$ cat config.mk
export PLATFORM = sky130hd
export DESIGN_NAME = pip_datapath
export DESIGN_NICKNAME = d
export VERILOG_FILES = /design/src/rtl/pip_pkg.sv /design/src/rtl/pip_datapath.sv
export SDC_FILE = /design/constraint.sdc
export NUM_CORES = 2
export LEC_CHECK = 0
export BUFFER_PORTS_ARGS = -buffer_cell sky130_fd_sc_hd__buf_2
export CAP_MARGIN = 20
export CORE_UTILIZATION = 35
export CTS_CLUSTER_SIZE = 30
export DETAILED_ROUTE_END_ITERATION = 7
export PLACE_DENSITY = 0.56
export REMOVE_ABC_BUFFERS = 1
export SETUP_SLACK_MARGIN = 0.2
export SLEW_MARGIN = 40
export SYNTH_ARGS = -nofsm -noshare
export SYNTH_HDL_FRONTEND = slang
export SYNTH_SLANG_ARGS = --single-unit
$ cat constraint.sdc
create_clock -name clock -period 7.95 [get_ports clock]
set_clock_uncertainty 0.2 [all_clocks]
set_input_delay 0.795 -clock clock [delete_from_list [all_inputs] [get_ports clock]]
set_output_delay 0.795 -clock clock [all_outputs]
set_load 0.01 [all_outputs]
$ cat src/rtl/pip_pkg.sv
`timescale 1ns / 1ps
// ----------------------------------------------------------------------------
// pip_pkg
// shared opcodes and the control/status bundles between controller and datapath
// ----------------------------------------------------------------------------
package pip_pkg;

   typedef logic [1:0] opcode_type;

   localparam opcode_type OP_CLEAR  = 2'd0;
   localparam opcode_type OP_APPEND = 2'd1;
   localparam opcode_type OP_QUERY  = 2'd2;

   // controller to datapath
   typedef struct packed {
      logic accept;    // request word taken this cycle
      logic read_en;   // issue one vertex read of the edge walk
      logic out_load;  // move finished result into the response register
   } cmd_type;

   // datapath to controller
   typedef struct packed {
      logic count_zero;  // polygon holds no vertex
      logic last_read;   // current read is the last of the walk
      logic pipe_busy;   // edge pipeline still holds work
   } sts_type;

endpackage

$ cat src/rtl/pip_datapath.sv
`timescale 1ns / 1ps
// ----------------------------------------------------------------------------
// pip_datapath
// vertex memory, count, edge pipeline with exact cross-multiplied test
// ----------------------------------------------------------------------------
module pip_datapath #(
   parameter int MAX_VERTICES = 64,
   parameter int COORD_BITS   = 16,
   parameter int CNT_W        = $clog2(MAX_VERTICES + 1)
) (
   input  logic                         clock,
   input  logic                         reset,
   input  pip_pkg::opcode_type          req_opcode,
   input  logic signed [COORD_BITS-1:0] req_coord_x,
   input  logic signed [COORD_BITS-1:0] req_coord_y,
   output logic                         rsp_inside_res,
   output logic                         rsp_status,
   output logic [CNT_W-1:0]             rsp_vertices_held,
   input  pip_pkg::cmd_type             cmd,
   output pip_pkg::sts_type             sts
);
   import pip_pkg::*;

   localparam int W  = COORD_BITS;
   localparam int AW = (MAX_VERTICES > 1) ? $clog2(MAX_VERTICES) : 1;
   localparam int DW = W + 1;
   localparam int PW = 2 * DW;

   // vertex store, x in the upper half
   logic [2*W-1:0] mem [MAX_VERTICES];

   logic [CNT_W-1:0] count_ff, count_in;
   logic [CNT_W-1:0] rd_cnt_ff;
   logic [AW-1:0]    rd_addr;
   logic             full;
   logic             do_append;

   logic signed [W-1:0] qx_ff, qy_ff;
   logic                inside_ff, status_ff;

   // stage 1: registered memory word
   logic           v1_ff, first1_ff;
   logic [2*W-1:0] rd_data_ff;
   // previous vertex of the walk
   logic signed [W-1:0] prev_x_ff, prev_y_ff;
   logic signed [W-1:0] cur_x, cur_y;
   // stage 2: differences
   logic                 v2_ff, span2_ff, dyneg2_ff;
   logic signed [DW-1:0] a_ff, dy_ff, c_ff, d_ff;
   logic                 span;
   // stage 3: products
   logic                 v3_ff, span3_ff, dyneg3_ff;
   logic signed [PW-1:0] p1_ff, p2_ff;
   logic                 left;

   assign full      = (count_ff == CNT_W'(MAX_VERTICES));
   assign do_append = cmd.accept && (req_opcode == OP_APPEND) && !full;

   always_comb begin
      count_in = count_ff;
      if (cmd.accept && req_opcode == OP_CLEAR) count_in = '0;
      else if (do_append) count_in = count_ff + CNT_W'(1);
   end

   // walk order: last vertex first, then 0 .. n-1
   always_comb begin
      if (rd_cnt_ff == '0) rd_addr = AW'(count_ff - CNT_W'(1));
      else rd_addr = AW'(rd_cnt_ff - CNT_W'(1));
   end

   assign sts.count_zero = (count_ff == '0);
   assign sts.last_read  = (rd_cnt_ff == count_ff);
   assign sts.pipe_busy  = v1_ff || v2_ff || v3_ff;

   always_ff @(posedge clock) begin
      if (reset) begin
         count_ff <= '0;
         v1_ff    <= 1'b0;
         v2_ff    <= 1'b0;
         v3_ff    <= 1'b0;
      end else begin
         count_ff <= count_in;
         v1_ff    <= cmd.read_en;
         v2_ff    <= v1_ff && !first1_ff;
         v3_ff    <= v2_ff;
      end
   end

   always_ff @(posedge clock) begin
      if (do_append) mem[count_ff[AW-1:0]] <= {req_coord_x, req_coord_y};
      if (cmd.read_en) rd_data_ff <= mem[rd_addr];
   end

   always_ff @(posedge clock) begin
      if (cmd.accept) begin
         rd_cnt_ff <= '0;
         qx_ff     <= req_coord_x;
         qy_ff     <= req_coord_y;
         status_ff <= (req_opcode == OP_APPEND) && full;
      end else if (cmd.read_en) begin
         rd_cnt_ff <= rd_cnt_ff + CNT_W'(1);
      end
      first1_ff <= (rd_cnt_ff == '0);
   end

   // stage 2: edge from prev (j) to cur (i)
   assign cur_x = rd_data_ff[2*W-1:W];
   assign cur_y = rd_data_ff[W-1:0];
   assign span  = ((cur_y <= qy_ff) && (qy_ff < prev_y_ff)) ||
                  ((prev_y_ff <= qy_ff) && (qy_ff < cur_y));

   always_ff @(posedge clock) begin
      if (v1_ff) begin
         prev_x_ff <= cur_x;
         prev_y_ff <= cur_y;
      end
      a_ff      <= DW'(qx_ff) - DW'(cur_x);
      dy_ff     <= DW'(prev_y_ff) - DW'(cur_y);
      c_ff      <= DW'(prev_x_ff) - DW'(cur_x);
      d_ff      <= DW'(qy_ff) - DW'(cur_y);
      span2_ff  <= span;
      dyneg2_ff <= (prev_y_ff < cur_y);
   end

   // stage 3: both products at full width
   always_ff @(posedge clock) begin
      p1_ff     <= PW'(a_ff) * PW'(dy_ff);
      p2_ff     <= PW'(c_ff) * PW'(d_ff);
      span3_ff  <= span2_ff;
      dyneg3_ff <= dyneg2_ff;
   end

   // stage 4: compare, direction follows the sign of dy
   assign left = dyneg3_ff ? (p1_ff > p2_ff) : (p1_ff < p2_ff);

   always_ff @(posedge clock) begin
      if (cmd.accept) inside_ff <= 1'b0;
      else if (v3_ff && span3_ff && left) inside_ff <= !inside_ff;
   end

   always_ff @(posedge clock) begin
      if (cmd.out_load) begin
         rsp_inside_res    <= inside_ff;
         rsp_status        <= status_ff;
         rsp_vertices_held <= count_ff;
      end
   end

endmodule

# Yosys cells after proc, flatten, opt, wreduce, memory -nomap -nowiden
# Memories as Yosys holds them, arrays and structs flattened. A register that Yosys moved wholly into a read port is not among the register bits.
# Index checks and enable logic that the tools add are counted.
# Widths: inputs -> output; s select.
dict set report totals {
  elab_cells 69
  regBits 233
  mem_bits_rw 2048
  input_bits 39
  n_memories 1
  out_inout_bits 12
}
dict set report classes {
  muxes 4
  n_reduce_logical 19
  magnitude_cmp 7
  multipliers 2
  n_eq_ne 3
  add_sub_neg 8
}
# memory words width rd rd_ports_with_merged_regs write_ports line
set mem_list {}
lappend mem_list {mem 64 32 1 1 1 pip_datapath.sv:30} ;# logic [2*W-1:0] mem [MAX_VERTICES];
# op n
set op_table {}
lappend op_table {{$mul 17x17->34} 2}
lappend op_table {{$sub 16x16->17} 4}
lappend op_table {{$lt 16x16->1} 3}
lappend op_table {{$gt 34x34->1} 1}
lappend op_table {{$lt 34x34->1} 1}
lappend op_table {{$le 16x16->1} 2}
lappend op_table {{$add 7x1->7 const B} 2}
lappend op_table {{$logic_not 7->1} 2}
lappend op_table {{$sub 6x1->6 const B} 2}
lappend op_table {{$logic_and 1x1->1} 9}
lappend op_table {{$eq 7x7->1} 1}
lappend op_table {{$eq 7x7->1 const B} 1}
lappend op_table {{$mux 6} 1}
lappend op_table {{$logic_not 1->1} 3}
lappend op_table {{$logic_or 1x1->1} 3}
lappend op_table {{$mux 1} 3}
lappend op_table {{$eq 2x1->1 const B} 1}
lappend op_table {{$logic_not 2->1} 1}
lappend op_table {{$reduce_or 2->1} 1}

# Depth between registers and ports, before layout
dict set report depth {
  depth_word 5
  depth_mapped 25
  mapped_depth_nobuf 24
}

# Worst setup path before layout
# Ideal clock, no wire load.
dict set report synth_timing {
  kind {register to register}
  from {reg dy_ff[8]}
  to {reg p1_ff[33]}
  arrival_time_ps 6349
  stages_incl_launch_ff 24
  required_time_ps 7678
  n_path_buf 2
  synth_period_minus_slack_ps 6621
  setup_ps 72
  slack_ps 1329
  cell_sequence {dfxtp_1 clkbuf_1 clkbuf_1 nand2_1 fa_1 inv_1 fa_1 fa_1 fa_1 fa_1 inv_1 fa_1 inv_1 ha_1 a21o_1 a21o_1 a21oi_1 o21ai_0 a2111oi_0 nor2_1 a2111oi_0 o21bai_1 a21oi_1 xnor2_1}
}
dict set report synth_via {
  elab_chain_cells 1
}
# item line
set synth_rtl {}
lappend synth_rtl {{from (decl)} pip_datapath.sv:49} ;# logic signed [DW-1:0] a_ff, dy_ff, c_ff, d_ff;
lappend synth_rtl {{from (signal assigned)} pip_datapath.sv:118} ;# dy_ff <= DW'(prev_y_ff) - DW'(cur_y);
lappend synth_rtl {{$mul 17x17->34} pip_datapath.sv:127} ;# p1_ff <= PW'(a_ff) * PW'(dy_ff);
lappend synth_rtl {{to (signal assigned)} pip_datapath.sv:127}
lappend synth_rtl {{to (decl)} pip_datapath.sv:53} ;# logic signed [PW-1:0] p1_ff, p2_ff;
# No other way between the ends.
# A chain may end at the register's enable or synchronous reset.

# Worst setup path after layout
dict set report layout_timing {
  from {reg c_ff[15]}
  to {reg p2_ff[27]}
}
dict set report layout_via {
  elab_chain_cells 1
}
# item line
set layout_rtl {}
lappend layout_rtl {{from (decl)} pip_datapath.sv:49}
lappend layout_rtl {{from (signal assigned)} pip_datapath.sv:119} ;# c_ff <= DW'(prev_x_ff) - DW'(cur_x);
lappend layout_rtl {{$mul 17x17->34} pip_datapath.sv:128} ;# p2_ff <= PW'(c_ff) * PW'(d_ff);
lappend layout_rtl {{to (signal assigned)} pip_datapath.sv:128}
lappend layout_rtl {{to (decl)} pip_datapath.sv:53}
# No other way between the ends.

==> results.py <==
metrics = {
    "critical_path": {
        "cpMaxStageDelayCell": "dfxtp_1",
        "cpMostUsedCell": "fa_1",
        "max_stage_delay_ns": 0.80,
        "arrival_ns": 7.75,
        "cp-end-kind": "flip-flop",
        "required_ns": 8.50,
        "crit_type": "reg2reg",
        "cp_cell_sequence": "nand2_1 > fa_1 > fa_1 > fa_1 > inv_1 > fa_1 > fa_1 > inv_1 > fa_1 > inv_1 > ha_1 > o21a_1 > o21ai_0 > nor2_1 > a22o_1 > a41o_1 > a41oi_1 > a21oi_1 > a21o_1 > a211oi_1 > nor2_1",
        "r2r_setup_slack_ns": 0.75,
        "r2r_cells": 21,
        "worst-path-max-fanout": 17,
        "rr_startpoint": "c_ff[15]",
        "crit_path_start_kind": "flip-flop",
        "crit-reg2reg-capture": "p2_ff[27]",
    },
    "timing": {
        "final-hold-violation-count": 0,
        "setup_tns_ns": 0,
        "setup_viol": 0,
        "max_freq_ghz": 0.139,
        "max_slew_margin_pct": 37.3,
        "min_period_ns": 7.20,
        "fin_crit_sh_pct": 90.6,
        "slew_viol_final": 0,
        "rsz0062_at_grt": "false",
        "tightest_slew_ns": 0.936,
    },
    "logic_synthesis": {
        "synth_top_area_share_pct": 57.2,
        "netlist_instances": 8697,
        "yosys-top-cells-area": "edfxtp_1 (57%), fa_1 (11%), nand2_1 (6.1%)",
        "synth_edf_count": 2154,
        "synthFlopType": "edfxtp_1",
        "synth_top_cell_by_area": "edfxtp_1",
        "synth_area_per_cell_um2": 13.0,
        "async_flop_share_pct": 0,
        "ys_seq_area_share_pct": 60.0,
        "synth-seq-cells": 2313,
        "synthDistinctLibCells": 75,
        "synth_area_um2": 113000,
        "yosysWarnings": 0,
    },
    "global_route": {
        "grt.total_usage_pct": 19.9,
        "gr-total-overflow": 0,
        "antenna_found_initial": 19,
        "grt_max_degree": 162,
        "grt_first_pass_wirelength_um": 478000,
        "grt_pass1_vias": 70800,
    },
    "hold_path": {
        "min_to": "v1_ff",
        "hold_start": "reset",
        "hp-class": "in2reg",
        "holdPathStages": 2,
    },
    "routing": {
        "drt_iter0_markers": 6947,
        "vias": 69800,
        "wirelength_um": 325000,
        "wire_per_inst_um": 24.5,
        "ant_nets": 0,
        "drcViolationCount": 0,
        "vias_per_cell": 5.26,
        "dr.pass1.iters": 6,
    },
    "floorplanning": {
        "dieArea_um2": 325000,
        "row_count": 208,
        "core_area_um2": 321000,
        "die_width_um": 570,
        "initial_utilization_pct": 35.2,
        "die_h_um": 570,
        "io_pins": 51,
    },
    "place": {
        "dp_hpwl_um": 196000,
        "dpl_cell_area_um2": 119000,
        "globalplace.congestion": 0.844,
        "port_buffers": 50,
    },
    "outcome": {
        "status": "finished clean",
    },
    "final_layout": {
        "layout-drive-gt1-share_pct": 10.3,
        "final_net_count": 9678,
        "area_growth_pct": 12.9,
        "nFillCells": 30000,
        "stdcell_area_um2": 128000,
    },
    "clock_tree": {
        "post_cts_buffers": 0,
        "clk_latency_ns": 0.94,
        "htreeDepth": 4,
        "cts_buffers": 247,
        "tritoncts": "built",
        "clk_path_buf_depth": 4,
        "clock_tree.root_cell": "clkbuf_16",
        "cts_sinks": 2313,
        "cts.clk_slew.worst_paths_ns": 0.06,
    },
    "flow_run": {
        "drv_cap": 0,
    },
}
layout make-up:
type	instances	area (um2)	area share (%)
Clock inverter	148	1410	1.11
Inverter	757	2870	2.25
Tap cell	4305	5390	4.22
Timing Repair Buffer	265	2340	1.83
Antenna cell	9	22.5	0.0177
Multi-Input combinational cell	5168	41200	32.3
Clock buffer	295	6430	5.04
Sequential cell	2313	67900	53.2
timing repair:
item,CTS,global route
hold buffers,1,0
endpoints found under the setup margin,0,2
resized for setup,0,4
hold endpoints to repair,1,0
layer usage:
metal	part of all wire (%)	wire [um]	global-route usage, %	vias up
met1	42	137000	26.9	36100
li1	-	-	-	30700
met5	0.017	55	0	-
met3	6.8	22300	2.74	460
met4	3.2	10400	6.08	8
met2	48	156000	33.0	2421
how the worst max path moves through the flow:
stage / start / to / depth (start not counted) / slack [ns]
2_1_floorplan: rd_cnt_ff[0] / rd_data_ff[11] / 15 / -27.69
3_3_place_gp: dy_ff[4] / p1_ff[33] / 22 / 0.53
3_5_place_dp: dy_ff[4] / p1_ff[33] / 22 / 0.69
4_1_cts: a_ff[13] / p1_ff[33] / 22 / 0.59
5_1_grt: dy_ff[16] / p1_ff[33] / 21 / 0.22
6_report: c_ff[15] / p2_ff[27] / 21 / 0.75
sequential cells by signal (all words and copies together), names as in the netlist, 16 cells and up:
| signal | count |
|---|---|
| a_ff | 17 |
| c_ff | 17 |
| d_ff | 17 |
| dy_ff | 17 |
| mem | 2048 |
| p1_ff | 34 |
| p2_ff | 34 |
| prev_x_ff | 16 |
| prev_y_ff | 16 |
| qx_ff | 16 |
| qy_ff | 16 |
| rd_data_ff | 32 |
cell usage after synthesis, drive strengths merged, types with 102 or more instances:
cell,n
a311oi,288
clkbuf,358
nand2,1841
inv,757
nor2,206
a21oi,139
ha,291
and3,129
mux4,174
dfxtp,159
fa,596
nand3,611
and2,304
edfxtp,2154
xnor2,102
kinds of logic (layout without fill, tap and decap cells):
group | after synthesis | count (layout) | synth area share, %
XOR/XNOR | 128 | 128 | 0.992
buffers and inverters | 1216 | 1465 | 4.17
multiplexers | 181 | 181 | 3.53
adder cells (fa/ha/maj) | 887 | 887 | 13.8
AND/OR/NAND/NOR | 3237 | 3237 | 12.7
other | 0 | 9 | 0
flip-flops | 2313 | 2313 | 60.0
AO/OA/AOI/OAI | 735 | 735 | 4.80
critical path: cells and delay by family, from the launching register on:
kind | cells | cell delay, ns
flops | 1 | 0.80
compound gates | 8 | 2.06
simple gates | 3 | 0.38
buf+inv | 3 | 0.16
fa+ha+maj | 7 | 3.45
cells in the final DEF, fill, tap and decap left out, drive strengths merged, types with 6 or more instances in the layout:
cell	Yosys	final
edfxtp	2154	2154
nand2	1841	1841
inv	757	763
nand3	611	611
fa	596	596
and2	304	304
clkbuf	358	295
ha	291	291
a311oi	288	288
buf	101	264
nor2	206	206
mux4	174	174
dfxtp	159	159
a21oi	139	139
and3	129	129
clkinv	0	110
xnor2	102	102
o21ai	73	73
a31oi	55	55
a21o	51	51
nor3	48	48
nor2b	27	27
xor2	26	26
nand2b	23	23
bufinv	0	23
a221oi	18	18
a311o	16	16
nand4	15	15
o21a	13	13
a21boi	12	12
or3	10	10
diode	0	9
clkinvlp	0	9
a211oi	8	8
a41o	7	7
a2111oi	7	7
o21bai	6	6
per-stage QoR:
stage | std cells | hold WS, ns | setup WS, ns | utilization [%]
5_1_grt | 13300 | 0.0427 | 0.222 | 39.7
2_1_floorplan | 8238 | 0.110 | -27.69 | -
3_3_place_gp | 12800 | 0.111 | 0.534 | 37.1
3_5_place_dp | 12800 | 0.115 | 0.688 | 37.2
4_1_cts | 13200 | 0.0264 | 0.592 | 39.7
6_report | 13300 | 0.0811 | 0.751 | 39.7
Power is left out: the tool's default activity adds up to more than one toggle a clock period on the data nets, which glitch-free logic cannot reach.
